<file path="config.mk">
export PLATFORM = sky130hd
export DESIGN_NAME = lsb_stego_frame_extractor
export DESIGN_NICKNAME = d
export VERILOG_FILES = /design/src/lsfe_pkg.sv /design/src/lsb_stego_frame_extractor.sv /design/src/lsfe_gather.sv
export SDC_FILE = /design/constraint.sdc
export NUM_CORES = 1
export LEC_CHECK = 0
export ABC_AREA = 1
export CAP_MARGIN = 15
export CORE_ASPECT_RATIO = 1.2
export CORE_MARGIN = 5
export CORE_UTILIZATION = 35
export CTS_CLUSTER_SIZE = 20
export DETAILED_ROUTE_END_ITERATION = 10
export DONT_BUFFER_PORTS = 1
export PLACE_DENSITY_LB_ADDON = 0.2
export SLEW_MARGIN = 25
export SYNTH_ARGS = -nofsm -noshare
export SYNTH_HDL_FRONTEND = slang
export SYNTH_SLANG_ARGS = --single-unit
</file>
<file path="constraint.sdc">
create_clock -name aclk -period 4.1 [get_ports aclk]
set_clock_uncertainty 0.1 [all_clocks]
set_input_delay 0.41 -clock aclk [delete_from_list [all_inputs] [get_ports aclk]]
set_output_delay 0.41 -clock aclk [all_outputs]
set_load 0.005 [all_outputs]
</file>
<file path="src/lsfe_pkg.sv">
// Shared types and constants for the LSB stego frame extractor.
package lsfe_pkg;

    localparam int HEADER_BYTES_DEF = 54;
    localparam int EXT_MAX_DEF      = 9;

    localparam int CFG_ADDR_W = 1;
    localparam int CFG_DATA_W = 64;
    localparam int MAGIC_W    = 64;
    localparam int MLEN_W     = 4;
    localparam int EXT_LEN_W  = 4;
    localparam int ACC_W      = 32;
    localparam int POS_W      = 5;
    localparam int LEFT_W     = 31;

    localparam logic [MAGIC_W-1:0] MAGIC_WORD_RST = MAGIC_W'(10787);
    localparam logic [MLEN_W-1:0]  MAGIC_LEN_RST  = MLEN_W'(2);
    localparam logic [MLEN_W-1:0]  MAGIC_LEN_MIN  = MLEN_W'(1);
    localparam logic [MLEN_W-1:0]  MAGIC_LEN_MAX  = MLEN_W'(8);

    // Configuration register indexes.
    localparam logic [CFG_ADDR_W-1:0] REG_MAGIC_WORD = 1'b0;
    localparam logic [CFG_ADDR_W-1:0] REG_MAGIC_LEN  = 1'b1;

    typedef enum logic [2:0] {
        KIND_EXT_CHAR  = 3'd0,
        KIND_PAY_BYTE  = 3'd1,
        KIND_EXT_LEN   = 3'd2,
        KIND_PAY_SIZE  = 3'd3,
        KIND_MAGIC_BAD = 3'd4,
        KIND_EXT_LONG  = 3'd5
    } kind_t;

    typedef enum logic [6:0] {
        PH_HEADER  = 7'b0000001,
        PH_MAGIC   = 7'b0000010,
        PH_EXTLEN  = 7'b0000100,
        PH_EXTCHR  = 7'b0001000,
        PH_PAYSIZE = 7'b0010000,
        PH_PAYLOAD = 7'b0100000,
        PH_HALT    = 7'b1000000
    } phase_t;

    // Bit gather step result.
    typedef struct packed {
        logic [ACC_W-1:0] acc;
        logic [POS_W-1:0] pos;
        logic             done;
        logic [ACC_W-1:0] value;
    } gather_t;

endpackage

</file>
<file path="src/lsb_stego_frame_extractor.sv">
// Top level: BMP LSB steganography message extractor.
// Results are registered: each shows on m_ in the cycle after the byte that ends its field.
// Throughput: one byte per cycle; a byte is taken whenever the result register is empty
// or is being drained in the same cycle.
// Reset: aresetn low (synchronous) returns to header skip, clears counters and the result
// valid, and restores magic_word to "#*" and magic_length to 2.
module lsb_stego_frame_extractor #(
    parameter int HEADER_BYTES = lsfe_pkg::HEADER_BYTES_DEF,
    parameter int EXT_MAX      = lsfe_pkg::EXT_MAX_DEF
) (
    input  logic                            aclk,
    input  logic                            aresetn,
    input  logic                            cfg_wr_en,
    input  logic [lsfe_pkg::CFG_ADDR_W-1:0] cfg_addr,
    input  logic [lsfe_pkg::CFG_DATA_W-1:0] cfg_wdata,
    input  logic                            s_valid,
    output logic                            s_ready,
    input  logic [7:0]                      s_pixel_byte,
    input  logic                            s_start_of_image,
    output logic                            m_valid,
    input  logic                            m_ready,
    output logic [7:0]                      m_data_byte,
    output logic [31:0]                     m_size_value,
    output logic [2:0]                      m_result_kind,
    output logic                            m_last_of_message
);

    // Field counter must hold the header length and any magic / extension count.
    localparam int HB_W = $clog2(HEADER_BYTES + 1);
    localparam int FC_W = (HB_W > 4) ? HB_W : 4;

    // Configuration registers
    logic [lsfe_pkg::MAGIC_W-1:0] magic_word_reg;
    logic [lsfe_pkg::MLEN_W-1:0]  magic_len_reg;

    // Parse state
    lsfe_pkg::phase_t                 phase_reg, phase_next;
    logic [lsfe_pkg::POS_W-1:0]       pos_reg, pos_next;
    logic [lsfe_pkg::ACC_W-1:0]       acc_reg, acc_next;
    logic [FC_W-1:0]                  fc_reg, fc_next;
    logic [lsfe_pkg::EXT_LEN_W-1:0]   ext_len_reg, ext_len_next;
    logic [lsfe_pkg::LEFT_W-1:0]      left_reg, left_next;

    // Result register
    logic        m_valid_reg;
    logic [7:0]  data_reg, data_next;
    logic [31:0] size_reg, size_next;
    logic [2:0]  kind_reg, kind_next;
    logic        last_reg, last_next;
    logic        emit;

    // Effective state once a start of image has been applied
    lsfe_pkg::phase_t               ph_eff;
    logic [lsfe_pkg::POS_W-1:0]     pos_eff;
    logic [lsfe_pkg::ACC_W-1:0]     acc_eff;
    logic [FC_W-1:0]                fc_eff;
    logic [FC_W-1:0]                fc_inc;
    logic [lsfe_pkg::MLEN_W-1:0]    magic_cnt;
    logic [7:0]                     magic_expect;
    logic [lsfe_pkg::LEFT_W-1:0]    left_dec;
    logic                           in_header;
    logic                           wide_field;
    lsfe_pkg::gather_t              gstep;

    logic s_fire;

    // Take a new request whenever the result slot is free or draining now.
    assign s_ready = !m_valid_reg || m_ready;
    assign s_fire  = s_valid && s_ready;

    assign m_valid           = m_valid_reg;
    assign m_data_byte       = data_reg;
    assign m_size_value      = size_reg;
    assign m_result_kind     = kind_reg;
    assign m_last_of_message = last_reg;

    // Start of image restarts the parse on this very byte.
    always_comb begin
        ph_eff  = s_start_of_image ? lsfe_pkg::PH_HEADER : phase_reg;
        pos_eff = s_start_of_image ? '0 : pos_reg;
        acc_eff = s_start_of_image ? '0 : acc_reg;
        fc_eff  = s_start_of_image ? '0 : fc_reg;
    end

    // Still inside the header: the byte is skipped with no bit gathered.
    assign in_header  = (ph_eff == lsfe_pkg::PH_HEADER) && (fc_eff < FC_W'(HEADER_BYTES));
    assign wide_field = (ph_eff == lsfe_pkg::PH_EXTLEN) || (ph_eff == lsfe_pkg::PH_PAYSIZE);

    lsfe_gather u_gather (
        .acc_in     (acc_eff),
        .pos_in     (pos_eff),
        .bit_in     (s_pixel_byte[0]),
        .wide_field (wide_field),
        .step       (gstep)
    );

    // Clamp the magic length into 1..8.
    always_comb begin
        if (magic_len_reg == '0) begin
            magic_cnt = lsfe_pkg::MAGIC_LEN_MIN;
        end else if (magic_len_reg > lsfe_pkg::MAGIC_LEN_MAX) begin
            magic_cnt = lsfe_pkg::MAGIC_LEN_MAX;
        end else begin
            magic_cnt = magic_len_reg;
        end
    end

    // A header byte past the end is the first magic bit, so the counter restarts at zero.
    logic [FC_W-1:0] fc_work;
    assign fc_work      = (ph_eff == lsfe_pkg::PH_HEADER) ? '0 : fc_eff;
    assign fc_inc       = fc_work + FC_W'(1);
    assign magic_expect = magic_word_reg[{fc_work[2:0], 3'b000} +: 8];
    assign left_dec     = (left_reg != '0) ? left_reg - lsfe_pkg::LEFT_W'(1) : left_reg;

    always_comb begin
        phase_next   = ph_eff;
        pos_next     = pos_eff;
        acc_next     = acc_eff;
        fc_next      = fc_eff;
        ext_len_next = s_start_of_image ? '0 : ext_len_reg;
        left_next    = s_start_of_image ? '0 : left_reg;
        emit         = 1'b0;
        data_next    = '0;
        size_next    = '0;
        kind_next    = lsfe_pkg::KIND_EXT_CHAR;
        last_next    = 1'b0;

        if (in_header) begin
            fc_next = fc_eff + FC_W'(1);
        end else if (ph_eff != lsfe_pkg::PH_HALT) begin
            pos_next = gstep.pos;
            acc_next = gstep.acc;
            fc_next  = fc_work;
            if (gstep.done) begin
                case (ph_eff)
                    lsfe_pkg::PH_HEADER,
                    lsfe_pkg::PH_MAGIC: begin
                        if (gstep.value[7:0] != magic_expect) begin
                            // mismatch: report the bad character and halt
                            phase_next = lsfe_pkg::PH_HALT;
                            emit       = 1'b1;
                            data_next  = gstep.value[7:0];
                            kind_next  = lsfe_pkg::KIND_MAGIC_BAD;
                        end else if (fc_inc >= FC_W'(magic_cnt)) begin
                            fc_next    = '0;
                            phase_next = lsfe_pkg::PH_EXTLEN;
                        end else begin
                            fc_next    = fc_inc;
                            phase_next = lsfe_pkg::PH_MAGIC;
                        end
                    end
                    lsfe_pkg::PH_EXTLEN: begin
                        emit      = 1'b1;
                        size_next = gstep.value;
                        fc_next   = '0;
                        if (gstep.value[31]) begin
                            ext_len_next = '0;
                            phase_next   = lsfe_pkg::PH_PAYSIZE;
                            kind_next    = lsfe_pkg::KIND_EXT_LEN;
                        end else if (gstep.value > 32'(EXT_MAX)) begin
                            phase_next = lsfe_pkg::PH_HALT;
                            kind_next  = lsfe_pkg::KIND_EXT_LONG;
                        end else begin
                            ext_len_next = gstep.value[lsfe_pkg::EXT_LEN_W-1:0];
                            phase_next   = (gstep.value[lsfe_pkg::EXT_LEN_W-1:0] == '0)
                                           ? lsfe_pkg::PH_PAYSIZE : lsfe_pkg::PH_EXTCHR;
                            kind_next    = lsfe_pkg::KIND_EXT_LEN;
                        end
                    end
                    lsfe_pkg::PH_EXTCHR: begin
                        emit      = 1'b1;
                        data_next = gstep.value[7:0];
                        kind_next = lsfe_pkg::KIND_EXT_CHAR;
                        if (fc_inc >= FC_W'(ext_len_reg)) begin
                            fc_next    = '0;
                            phase_next = lsfe_pkg::PH_PAYSIZE;
                        end else begin
                            fc_next = fc_inc;
                        end
                    end
                    lsfe_pkg::PH_PAYSIZE: begin
                        emit      = 1'b1;
                        size_next = gstep.value;
                        kind_next = lsfe_pkg::KIND_PAY_SIZE;
                        if (gstep.value[31] || (gstep.value == '0)) begin
                            // empty payload ends the message here
                            left_next  = '0;
                            phase_next = lsfe_pkg::PH_HALT;
                            last_next  = 1'b1;
                        end else begin
                            left_next  = gstep.value[lsfe_pkg::LEFT_W-1:0];
                            phase_next = lsfe_pkg::PH_PAYLOAD;
                        end
                    end
                    lsfe_pkg::PH_PAYLOAD: begin
                        emit      = 1'b1;
                        data_next = gstep.value[7:0];
                        kind_next = lsfe_pkg::KIND_PAY_BYTE;
                        left_next = left_dec;
                        if (left_dec == '0) begin
                            last_next  = 1'b1;
                            phase_next = lsfe_pkg::PH_HALT;
                        end
                    end
                    default: begin
                        phase_next = lsfe_pkg::PH_HALT;
                    end
                endcase
            end else if (ph_eff == lsfe_pkg::PH_HEADER) begin
                // header done mid-field: move into magic gathering
                phase_next = lsfe_pkg::PH_MAGIC;
            end
        end
    end

    // Configuration writes
    always_ff @(posedge aclk) begin
        if (!aresetn) begin
            magic_word_reg <= lsfe_pkg::MAGIC_WORD_RST;
            magic_len_reg  <= lsfe_pkg::MAGIC_LEN_RST;
        end else if (cfg_wr_en) begin
            case (cfg_addr)
                lsfe_pkg::REG_MAGIC_WORD: magic_word_reg <= cfg_wdata;
                lsfe_pkg::REG_MAGIC_LEN:  magic_len_reg  <= cfg_wdata[lsfe_pkg::MLEN_W-1:0];
                default: ;
            endcase
        end
    end

    // Parse state: advance only on an accepted request.
    always_ff @(posedge aclk) begin
        if (!aresetn) begin
            phase_reg   <= lsfe_pkg::PH_HEADER;
            pos_reg     <= '0;
            acc_reg     <= '0;
            fc_reg      <= '0;
            ext_len_reg <= '0;
            left_reg    <= '0;
        end else if (s_fire) begin
            phase_reg   <= phase_next;
            pos_reg     <= pos_next;
            acc_reg     <= acc_next;
            fc_reg      <= fc_next;
            ext_len_reg <= ext_len_next;
            left_reg    <= left_next;
        end
    end

    // Result register: load on a producing request, drop once taken.
    always_ff @(posedge aclk) begin
        if (!aresetn) begin
            m_valid_reg <= 1'b0;
        end else if (s_fire && emit) begin
            m_valid_reg <= 1'b1;
        end else if (m_ready) begin
            m_valid_reg <= 1'b0;
        end
    end

    always_ff @(posedge aclk) begin
        if (s_fire && emit) begin
            data_reg <= data_next;
            size_reg <= size_next;
            kind_reg <= kind_next;
            last_reg <= last_next;
        end
    end

endmodule

</file>
<file path="src/lsfe_gather.sv">
// Bit gather: insert one LSB-first bit into the field accumulator.
module lsfe_gather (
    input  logic [lsfe_pkg::ACC_W-1:0] acc_in,
    input  logic [lsfe_pkg::POS_W-1:0] pos_in,
    input  logic                       bit_in,
    input  logic                       wide_field,
    output lsfe_pkg::gather_t          step
);

    logic [lsfe_pkg::ACC_W-1:0] acc_ins;
    logic                       last_bit;

    always_comb begin
        acc_ins  = acc_in;
        acc_ins[pos_in] = acc_in[pos_in] | bit_in;
        // narrow fields end at bit 7, wide ones at bit 31
        last_bit = wide_field ? (pos_in == lsfe_pkg::POS_W'(31))
                              : (pos_in == lsfe_pkg::POS_W'(7));
        step.value = acc_ins;
        step.done  = last_bit;
        step.acc   = last_bit ? '0 : acc_ins;
        step.pos   = last_bit ? '0 : pos_in + lsfe_pkg::POS_W'(1);
    end

endmodule

</file>
# Word level (Yosys, flattened, before mapping)
# Cells that the tools add are included.
[classes] add_sub_neg=4 multipliers=0 n_div=0 order_cmp=7 n_eq_ne=10 n_shift=1 mux=69 n_bitwise=5 reduce_logical=22
[ops] op="31-bit two-way mux" n=6
[ops] op="32-bit two-way mux" n=4
[ops] op="7-bit two-way mux" n=11
[ops] op="64-bit by 7-bit indexed part select with 8-bit output" n=1
[ops] op="31-bit case mux with 2 select lines" n=1
[ops] op="6-bit two-way mux" n=8
[ops] op="4-bit two-way mux" n=9
[ops] op="7-bit case mux with 5 select lines" n=1
[ops] op="32-bit bitwise mux" n=1
[ops] op="32-bit by 4-bit greater-than comparator with 1-bit output, second input constant" n=1
[ops] op="32-bit zero test" n=1
[ops] op="31-bit zero test" n=1
[ops] op="31-bit nonzero test" n=1
[ops] op="31-bit by 1-bit subtractor with 31-bit output, second input constant" n=1
[ops] op="5-bit two-way mux" n=5
[ops] op="6-bit case mux with 3 select lines" n=1
[ops] op="8-bit case mux with 2 select lines" n=1
[ops] op="6-bit by 1-bit adder with 6-bit output, second input constant" n=2
[ops] op="6-bit by 4-bit >= comparator with 1-bit output" n=2
[ops] op="3-bit two-way mux" n=4
[ops] op="3-bit case mux with 4 select lines" n=1
[ops] op="1-bit two-way mux" n=11
[ops] op="4-bit zero test" n=2
[ops] op="8-bit two-way mux" n=1
[ops] op="28 further kinds" n=41
[word_totals] regBits=198 latch_bits=0 mem_bits_rw=0 rom_bits=0 inputBits=79 output_inout_bits=46 word_cells=131 n_memories=0

# Longest topological paths before layout
# Gate-level depths: netlist of the first run.
[depth] ltp_word=14 depth_mapped=26 depth_no_buf=24

# Cells and area by module
# A second synthesis of the first run with hierarchy kept.
[unflattened] hier_cells=2108 hier_area_um2=13324.0
[by_module_without_submodules] module="lsb_stego_frame_extractor" n_inst=1 cells_per_inst=1756 area_each_um2=11682.5 seq_area_each_um2=4404.2
[by_module_without_submodules] module="lsfe_gather" n_inst=1 cells_per_inst=352 area_each_um2=1641.6 seq_area_each_um2=0.0

# Worst setup path after synthesis of the first run
# No wires, ideal clock.
[synth_timing] path_type="reg-to-reg" startpoint="register pos_reg[0] in the netlist's numbering" endpoint="register data_reg[0] (netlist: m_data_byte[0]), enable pin" setup_time_ns=0.398 arrival_ns=3.272 required_ns=3.602 slack_ns=0.330 stages_incl_launch_ff=22 path_buffers=3 synth_period_minus_slack_ns=3.770 path_cell_list="dfxtp_1 buf_4 inv_2 buf_6 nor2_2 inv_1 ha_1 inv_1 clkbuf_1 o21ai_0 nand2_1 inv_1 nand2_1 nand2_1 nand2_1 nor2_1 nand2_2 nand2_1 nand3_1 nor2_1 or2_1 inv_1"
[synth_between] elab_chain_cells=13 elab_cells_between_ends=20 classes_between="order compare: 2; eq/ne: 3; mux: 12; bitwise: 1; reduce/logical: 2"
[synth_rtl] element="start: declaration" line="lsb_stego_frame_extractor.sv:38" text="logic [lsfe_pkg::POS_W-1:0] pos_reg, pos_next;"
[synth_rtl] element="start signal: assignment" line="lsb_stego_frame_extractor.sv:241" text="pos_reg <= pos_next;"
[synth_rtl] element="5-bit two-way mux (*)" line="lsb_stego_frame_extractor.sv:80" text="pos_eff = s_start_of_image ? '0 : pos_reg;"
[synth_rtl] element="5-bit by 6-bit less-than comparator with 1-bit output (not written as such) / 5-bit by 1-bit >= comparator with 1-bit output (equally long branches)" line="lsfe_gather.sv:15" text="acc_ins[pos_in] = acc_in[pos_in] | bit_in;"
[synth_rtl] element="1-bit logical AND (not written as such)" line="lsfe_gather.sv:15"
[synth_rtl] element="1-bit two-way mux (not written as such)" line="lsfe_gather.sv:15"
[synth_rtl] element="1-bit demux with 5-bit select"
[synth_rtl] element="32-bit bitwise mux" line="lsfe_gather.sv:15"
[synth_rtl] element="8-bit != test" line="lsb_stego_frame_extractor.sv:138" text="if (gstep.value[7:0] != magic_expect) begin"
[synth_rtl] element="1-bit two-way mux" line="lsb_stego_frame_extractor.sv:138"
[synth_rtl] element="1-bit case mux with 2 select lines" line="lsb_stego_frame_extractor.sv:135" text="case (ph_eff)"
[synth_rtl] element="1-bit two-way mux (*)" line="lsb_stego_frame_extractor.sv:134" text="if (gstep.done) begin"
[synth_rtl] element="1-bit two-way mux (*)" line="lsb_stego_frame_extractor.sv:130" text="end else if (ph_eff != lsfe_pkg::PH_HALT) begin"
[synth_rtl] element="1-bit two-way mux (*)" line="lsb_stego_frame_extractor.sv:128" text="if (in_header) begin"
[synth_rtl] element="1-bit logical AND (*)" line="lsb_stego_frame_extractor.sv:261" text="if (s_fire && emit) begin"
[synth_rtl] element="end signal: assignment" line="lsb_stego_frame_extractor.sv:262" text="data_reg <= data_next;"
[synth_rtl] element="end: declaration" line="lsb_stego_frame_extractor.sv:46" text="logic [7:0] data_reg, data_next;"
# Every way passes the cells marked *; elsewhere a longest branch is shown, timed or not. The select of a mux whose other input is x is not followed.
# A chain may end at the register's enable or synchronous reset.

# Worst setup path after layout of the first run
[layout_timing] startpoint="register pos_reg[2] in the netlist's numbering" endpoint="register left_reg[15] in the netlist's numbering"
[layout_between] elab_chain_cells=13 elab_cells_between_ends=20 classes_between="order compare: 2; eq/ne: 2; mux: 12; bitwise: 1; reduce/logical: 3"
[layout_rtl] element="5-bit two-way mux (*)" line="lsb_stego_frame_extractor.sv:80"
[layout_rtl] element="5-bit by 6-bit less-than comparator with 1-bit output (not written as such) / 5-bit by 1-bit >= comparator with 1-bit output (equally long branches)" line="lsfe_gather.sv:15"
[layout_rtl] element="1-bit logical AND (not written as such)" line="lsfe_gather.sv:15"
[layout_rtl] element="1-bit two-way mux (not written as such)" line="lsfe_gather.sv:15"
[layout_rtl] element="1-bit demux with 5-bit select"
[layout_rtl] element="32-bit bitwise mux" line="lsfe_gather.sv:15"
[layout_rtl] element="32-bit zero test" line="lsb_stego_frame_extractor.sv:185" text="if (gstep.value[31] || (gstep.value == '0)) begin"
[layout_rtl] element="1-bit logical OR" line="lsb_stego_frame_extractor.sv:185"
[layout_rtl] element="31-bit two-way mux" line="lsb_stego_frame_extractor.sv:185"
[layout_rtl] element="31-bit case mux with 2 select lines" line="lsb_stego_frame_extractor.sv:135"
[layout_rtl] element="31-bit two-way mux (*)" line="lsb_stego_frame_extractor.sv:134"
[layout_rtl] element="31-bit two-way mux (*)" line="lsb_stego_frame_extractor.sv:130"
[layout_rtl] element="31-bit two-way mux (*)" line="lsb_stego_frame_extractor.sv:128"
[layout_rtl] element="end signal: assignment" line="lsb_stego_frame_extractor.sv:245" text="left_reg <= left_next;"
[layout_rtl] element="end: declaration" line="lsb_stego_frame_extractor.sv:42" text="logic [lsfe_pkg::LEFT_W-1:0] left_reg, left_next;"
# Marked as above.

==> results of run 1 <==
per-stage QoR:
step / setup slack [ns] / hold WS [ns]
2_1_floorplan: 0.330 / 0.329
3_3_place_gp: 0.120 / 0.341
3_5_place_dp: 0.113 / 0.349
4_1_cts: 0.443 / 0.00398
5_1_grt: 0.0404 / 0.0151
6_report: 0.360 / 0.0224
repair_timing:
| item | CTS | global route |
|---|---|---|
| hold endpoints to repair | 59 | 0 |
| endpoints found under the setup margin | 0 | 0 |
| hold buffers | 53 | 0 |
routing by layer:
layer | wire (um) | share of wire
met5 | 0 | 0
met4 | 1600 | 0.037
met3 | 2100 | 0.048
met2 | 21000 | 0.48
met1 | 18700 | 0.43
power by group:
| part | internal [mW] | switching (mW) | total [mW] |
|---|---|---|---|
| Sequential | 2.06 | 0.0485 | 2.11 |
| Combinational | 0.273 | 0.521 | 0.794 |
| Clock | 0.842 | 0.938 | 1.78 |
| Total | 3.18 | 1.51 | 4.68 |
cell type report:
cell class / count / area share
well taps: 456 / 0.0411
flip-flops and latches: 198 / 0.317
clock buffers: 17 / 0.0306
multi-input cells: 1379 / 0.481
clock inverters: 15 / 0.0134
repair buffers: 120 / 0.0781
inverters: 142 / 0.0385
worst max-delay path, delay by kind of cell, from the launching register on:
| family | cells | cell delay, ns |
|---|---|---|
| buffers and inverters | 4 | 0.65 |
| AND/OR/NAND/NOR | 15 | 2.08 |
| flip-flops | 1 | 0.45 |
| AO/OA/AOI/OAI | 2 | 0.26 |
final timing paths:
kind	from	end	slack [ns]	cells past startpoint
hold reg to reg	magic_word_reg[25]	magic_word_reg[25]	0.36	2
hold / removal	cfg_wdata[8]	magic_word_reg[8]	0.02	2
setup / recovery	pos_reg[2]	left_reg[15]	0.36	21
setup reg to reg	pos_reg[2]	left_reg[15]	0.36	21
logic make-up after synthesis:
| group | share of synthesized area |
|---|---|
| mux | 0.000828 |
| buf+inv | 0.0847 |
| flops | 0.364 |
| compound gates | 0.203 |
| xor+xnor | 0.0203 |
| fa+ha+maj | 0.0134 |
| simple gates | 0.314 |
placed cells by master, fill, tap and decap left out, types with 4 or more instances in the layout:
cell	instances
o21ai_0	177
nand2_2	9
buf_12	4
a21oi_1	103
nor2_2	8
o21ai_1	10
nor4_1	5
nand3_1	146
buf_4	63
dlygate4sd3_1	53
o22ai_1	18
a221oi_1	13
o211ai_1	25
edfxtp_1	44
clkbuf_16	17
ha_1	13
nor3_1	10
dfxtp_1	154
nor2_1	329
nand2_1	382
xor2_1	16
a31oi_1	43
o221a_2	15
xnor2_1	12
inv_12	4
inv_2	22
nand4_1	12
inv_1	116
==> impl_metrics.tcl, run 1 <==
set metrics [dict create \
    rsz0062_at_grt "false" \
    power_mw 4.68 \
    grt_overflow 0 \
    maxSlewHeadroom 0.384 \
    htreeDepth 4 \
    grt_max_degree 104 \
    ys_types 49 \
    yosysMostFrequentCell "nand2_1" \
    syn_inst 1823 \
    tns_ns 0 \
    seq_area_um2 4400 \
    grt_util_met3 0.0273 \
    crit_chain "inv_2 > nor2_2 > nand3_1 > nand3_1 > nand3_1 > nand2_2 > buf_4 > nand3_1 > nand2_1 > nand2_1 > nor2_1 > nand2_1 > nor2_1 > nand2_1 > nand2_2 > inv_2 > nand2_1 > buf_12 > nor2_1 > o21ai_0 > a21oi_1" \
    fp-row-count 74 \
    n_fill_cell 3719 \
    fin_util 0.407 \
    use_met1 0.279 \
    drv_slew 0 \
    num_vias 12560 \
    cts-root-buf "clkbuf_16" \
    leakage_nw 5.38 \
    grt_antenna_before_repair 0 \
    grt_pass1_wl_mm 67.6 \
    die_h_um 214 \
    max_freq_mhz 267 \
    hold_class "input pin to flip-flop" \
    post-cts-setup-buffers 0 \
    synthTopCellsByArea "dfxtp_1 (25%), nand2_1 (12%), edfxtp_1 (11%), nor2_1 (10%), o21ai_0 (7.3%)" \
    portBuffers 0 \
    layout.cells.non_filler 2327 \
    min_period_ns 3.74 \
    cts_tree "yes" \
    avgSynthCellArea_um2 6.63 \
    synthTopCellsByCount "nand2_1 (383), nor2_1 (330), o21ai_0 (177), dfxtp_1 (154), nand3_1 (146)" \
    slowest_stage "dfxtp_1" \
    placed_cell_area_um2 12700 \
    syn-num-nets 1915 \
    core_um2 34100 \
    multi_input_area_um2 6680 \
    worst_setup_path_start_kind "flip-flop" \
    ios 125 \
    vias_per_cell 5.40 \
    diodes 0 \
    max_cap_violations 0 \
    ant_nets 0 \
    fin_crit_sh 0.912 \
    die-width_um 180 \
    setup_violations 0 \
    design_area_um2 13900 \
    use_met2 0.385 \
    synthToLayoutAreaGrowth_pct 14.8 \
    largest_reg_flops 64 \
    syn_area_um2 12100 \
    powerDensity_nw_per_um2 337 \
    synth_top_area_frac 0.255 \
    async_flop_share 0 \
    synth_top_area_cell "dfxtp_1" \
    final_hold_viol_count 0 \
    detail_route.iter0.violations 901 \
    wire_per_inst_um 18.7 \
    drc 0 \
    placedCellCount 2242 \
    gr-max-usage-layer "met2" \
    cts.repair.resized 0 \
    drive_above_1_share 0.0893 \
    synth_warnings 0 \
    routed_wl_mm 43.4 \
    critPathKind "flip-flop to flip-flop" \
    end_kind "flip-flop" \
    cts_made_buffers 17 \
    nNetsFinal 1950 \
    worstPathMaxFanout 29 \
    grt.total_usage 0.220 \
    ys_seq_area_frac 0.364 \
    critPathMostFrequentCell "nand2_1" \
    cpPeakStageDelay_ns 0.45 \
    required_ns 4.30 \
    peakVddDrop_uv 201 \
    clock_sinks 198 \
    dpl.hpwl_mm 30.1 \
    gp_congestion 0.971 \
    grt_pass1_vias 11947 \
    ys_seq_elements 198 \
    worst_slew_pin_slew_ns 0.923 \
    clkTransAtPathRegs_ns 0.09 \
    die_area_um2 38400 \
    synthFlopType "dfxtp_1" \
    clk_latency_ns 0.45 \
    start_util 0.355 \
    arrival_ns 3.94 \
    synth_edf_count 44 \
    status "finished, final reports clean" \
    dr.pass1.iters 5 \
    cts.path.max_buffers 2 \
]
No activity file was read; power rests on OpenSTA's default activity.
==> inputs of run 2 (changes only) <==
- RECOVER_POWER: unset -> 50
==> run 2 against run 1 <==
  * The flow now finishes with violations (max-capacitance violations, max-slew violations)
  * Setup slack lost 0.15 ns
  * Highest routed layer unchanged
  * Critical endpoint is now m_size_value[28]
  * Sequential share of layout area up 0.066 points
  * First-iteration DRC count is 5.0% higher
  * Largest power group unchanged
==> impl_metrics.tcl, run 2 (synthesized netlist as in run 1, its figures left out) <==
set metrics [dict create \
    final_hold_viol_count 0 \
    setup_slack_ns 0.206 \
    r2r_cells 11 \
    tns_ns 0 \
    clock_sinks 198 \
    worstPathMaxFanout 32 \
    num_vias 12551 \
    leakage_nw 5.37 \
    max_freq_mhz 257 \
    ios 125 \
    worst_slew_pin_slew_ns 2.28 \
    dp_slack_ns 0.113 \
    crit_family "simple AND/OR/NAND/NOR gates" \
    portBuffers 0 \
    powerDensity_nw_per_um2 338 \
    cpPeakStageDelay_ns 0.50 \
    min_period_ns 3.89 \
    rsz0062_at_grt "false" \
    power_mw 4.68 \
    detail_route.iter0.violations 946 \
    cts_tree "yes" \
    setup_violations 0 \
    drc 0 \
    start_util 0.355 \
    crit_chain "nand2_2 > inv_1 > ha_1 > nand2_1 > nor3_1 > nand3_2 > nor2_1 > clkbuf_1 > nand2_1 > clkbuf_2 > nor2_1" \
    placed_cell_area_um2 12700 \
    routed_wl_mm 43.4 \
    grt_pass1_wl_mm 67.6 \
    hold_class "input pin to flip-flop" \
    r2r_setup_slack_ns 0.21 \
    die_area_um2 38400 \
    max_cap_violations 1 \
    clk_latency_ns 0.46 \
    wire_per_inst_um 18.6 \
    placedCellCount 2242 \
    crit_path_start "pos_reg[1]" \
    diodes 0 \
    ant_nets 0 \
    layout.cells.non_filler 2327 \
    die-width_um 180 \
    reg2reg_from "pos_reg[1]" \
    synthToLayoutAreaGrowth_pct 14.5 \
    dr.pass1.iters 6 \
    status "complete, but fails checks" \
    dpl.hpwl_mm 30.1 \
    die_h_um 214 \
    drv_slew 77 \
    crit_cells 11 \
    nNetsFinal 1950 \
    crit_buf_inv 3 \
    grt_pass1_vias 11947 \
    end_kind "flip-flop" \
    final_common_cell "nand2_1" \
    slowest_stage "nor3_1" \
    vias_per_cell 5.39 \
    grt_overflow 0 \
    required_ns 4.29 \
    final_cell_mix "nand2_1 (382), nor2_1 (331), o21ai_0 (177)" \
    violations "max-capacitance violations, max-slew violations" \
    drive_above_1_share 0.0850 \
    design_area_um2 13900 \
    critPathKind "flip-flop to flip-flop" \
    holdWs_ns 0.0223 \
    cts.path.max_buffers 2 \
    gp_congestion 0.971 \
    fin_util 0.407 \
    largest_reg_flops 64 \
    worst_setup_path_start_kind "flip-flop" \
    cts_made_buffers 17 \
    fin_crit_sh 0.950 \
    grt_max_degree 104 \
    arrival_ns 4.08 \
    crit_path_end "m_size_value[28]" \
    cts-root-buf "clkbuf_16" \
    core_um2 34100 \
    grt.total_usage 0.220 \
    fp-row-count 74 \
    clkTransAtPathRegs_ns 0.09 \
    rr_endpoint "m_size_value[28]" \
    htreeDepth 4 \
    grt_antenna_before_repair 0 \
    peakVddDrop_uv 202 \
    maxSlewHeadroom -0.530 \
]
-- run 2: cell types whose count changed in the layout (fill, tap and decap cells not counted) --
cell	before	now
a21oi_2	1	0
nor2_2	8	6
inv_2	22	21
a21oi_1	103	104
clkinv_2	2	1
inv_1	116	117
clkbuf_2	0	2
nor2_1	329	331
clkinvlp_2	0	1
clkbuf_1	0	4
buf_4	63	57
-- run 2: metal layers --
| layer | wire length (um) | track usage | vias up |
|---|---|---|---|
| met5 | 0 | 0 | - |
| met4 | 1580 | 0.0862 | 0 |
| met3 | 2230 | 0.0273 | 73 |
| met2 | 21000 | 0.385 | 442 |
| met1 | 18500 | 0.279 | 5842 |
| li1 | - | - | 6194 |
-- run 2: repair_timing --
item                      in CTS  in global routing
hold buffers                  53                  0
buffers inserted               0                  0
hold endpoints to repair      59                  0
gates resized for setup        0                  0
-- run 2: layout make-up --
cell class                 count  area (um2)
timing repair buffer         120        1060
tap                          456         571
clock inverter                15         186
sequential                   198        4400
multi-input combinational   1379        6670
clock buffer                  17         425
inverter                     142         534
fill                        3729       20200
-- run 2: worst min path at each step --
| stage | start | end | slack, ns | cells after the start |
|---|---|---|---|---|
| after CTS | cfg_wdata[8] | magic_word_reg[8] | 0.004 | 2 |
| after global placement | magic_word_reg[26] | magic_word_reg[26] | 0.34 | 2 |
| after detailed placement | magic_word_reg[25] | magic_word_reg[25] | 0.35 | 2 |
| after floorplan | magic_word_reg[0] | magic_word_reg[0] | 0.33 | 2 |
| final | cfg_wdata[8] | magic_word_reg[8] | 0.02 | 2 |
| after global routing | cfg_wdata[8] | magic_word_reg[8] | 0.02 | 2 |
-- run 2: where the power goes --
group | internal, mW | switching, mW | leakage (nW) | total, mW
clock | 0.842 | 0.938 | 0.295 | 1.78
combinational | 0.272 | 0.520 | 3.50 | 0.792
sequential | 2.06 | 0.0486 | 1.57 | 2.11
total | 3.17 | 1.51 | 5.37 | 4.68
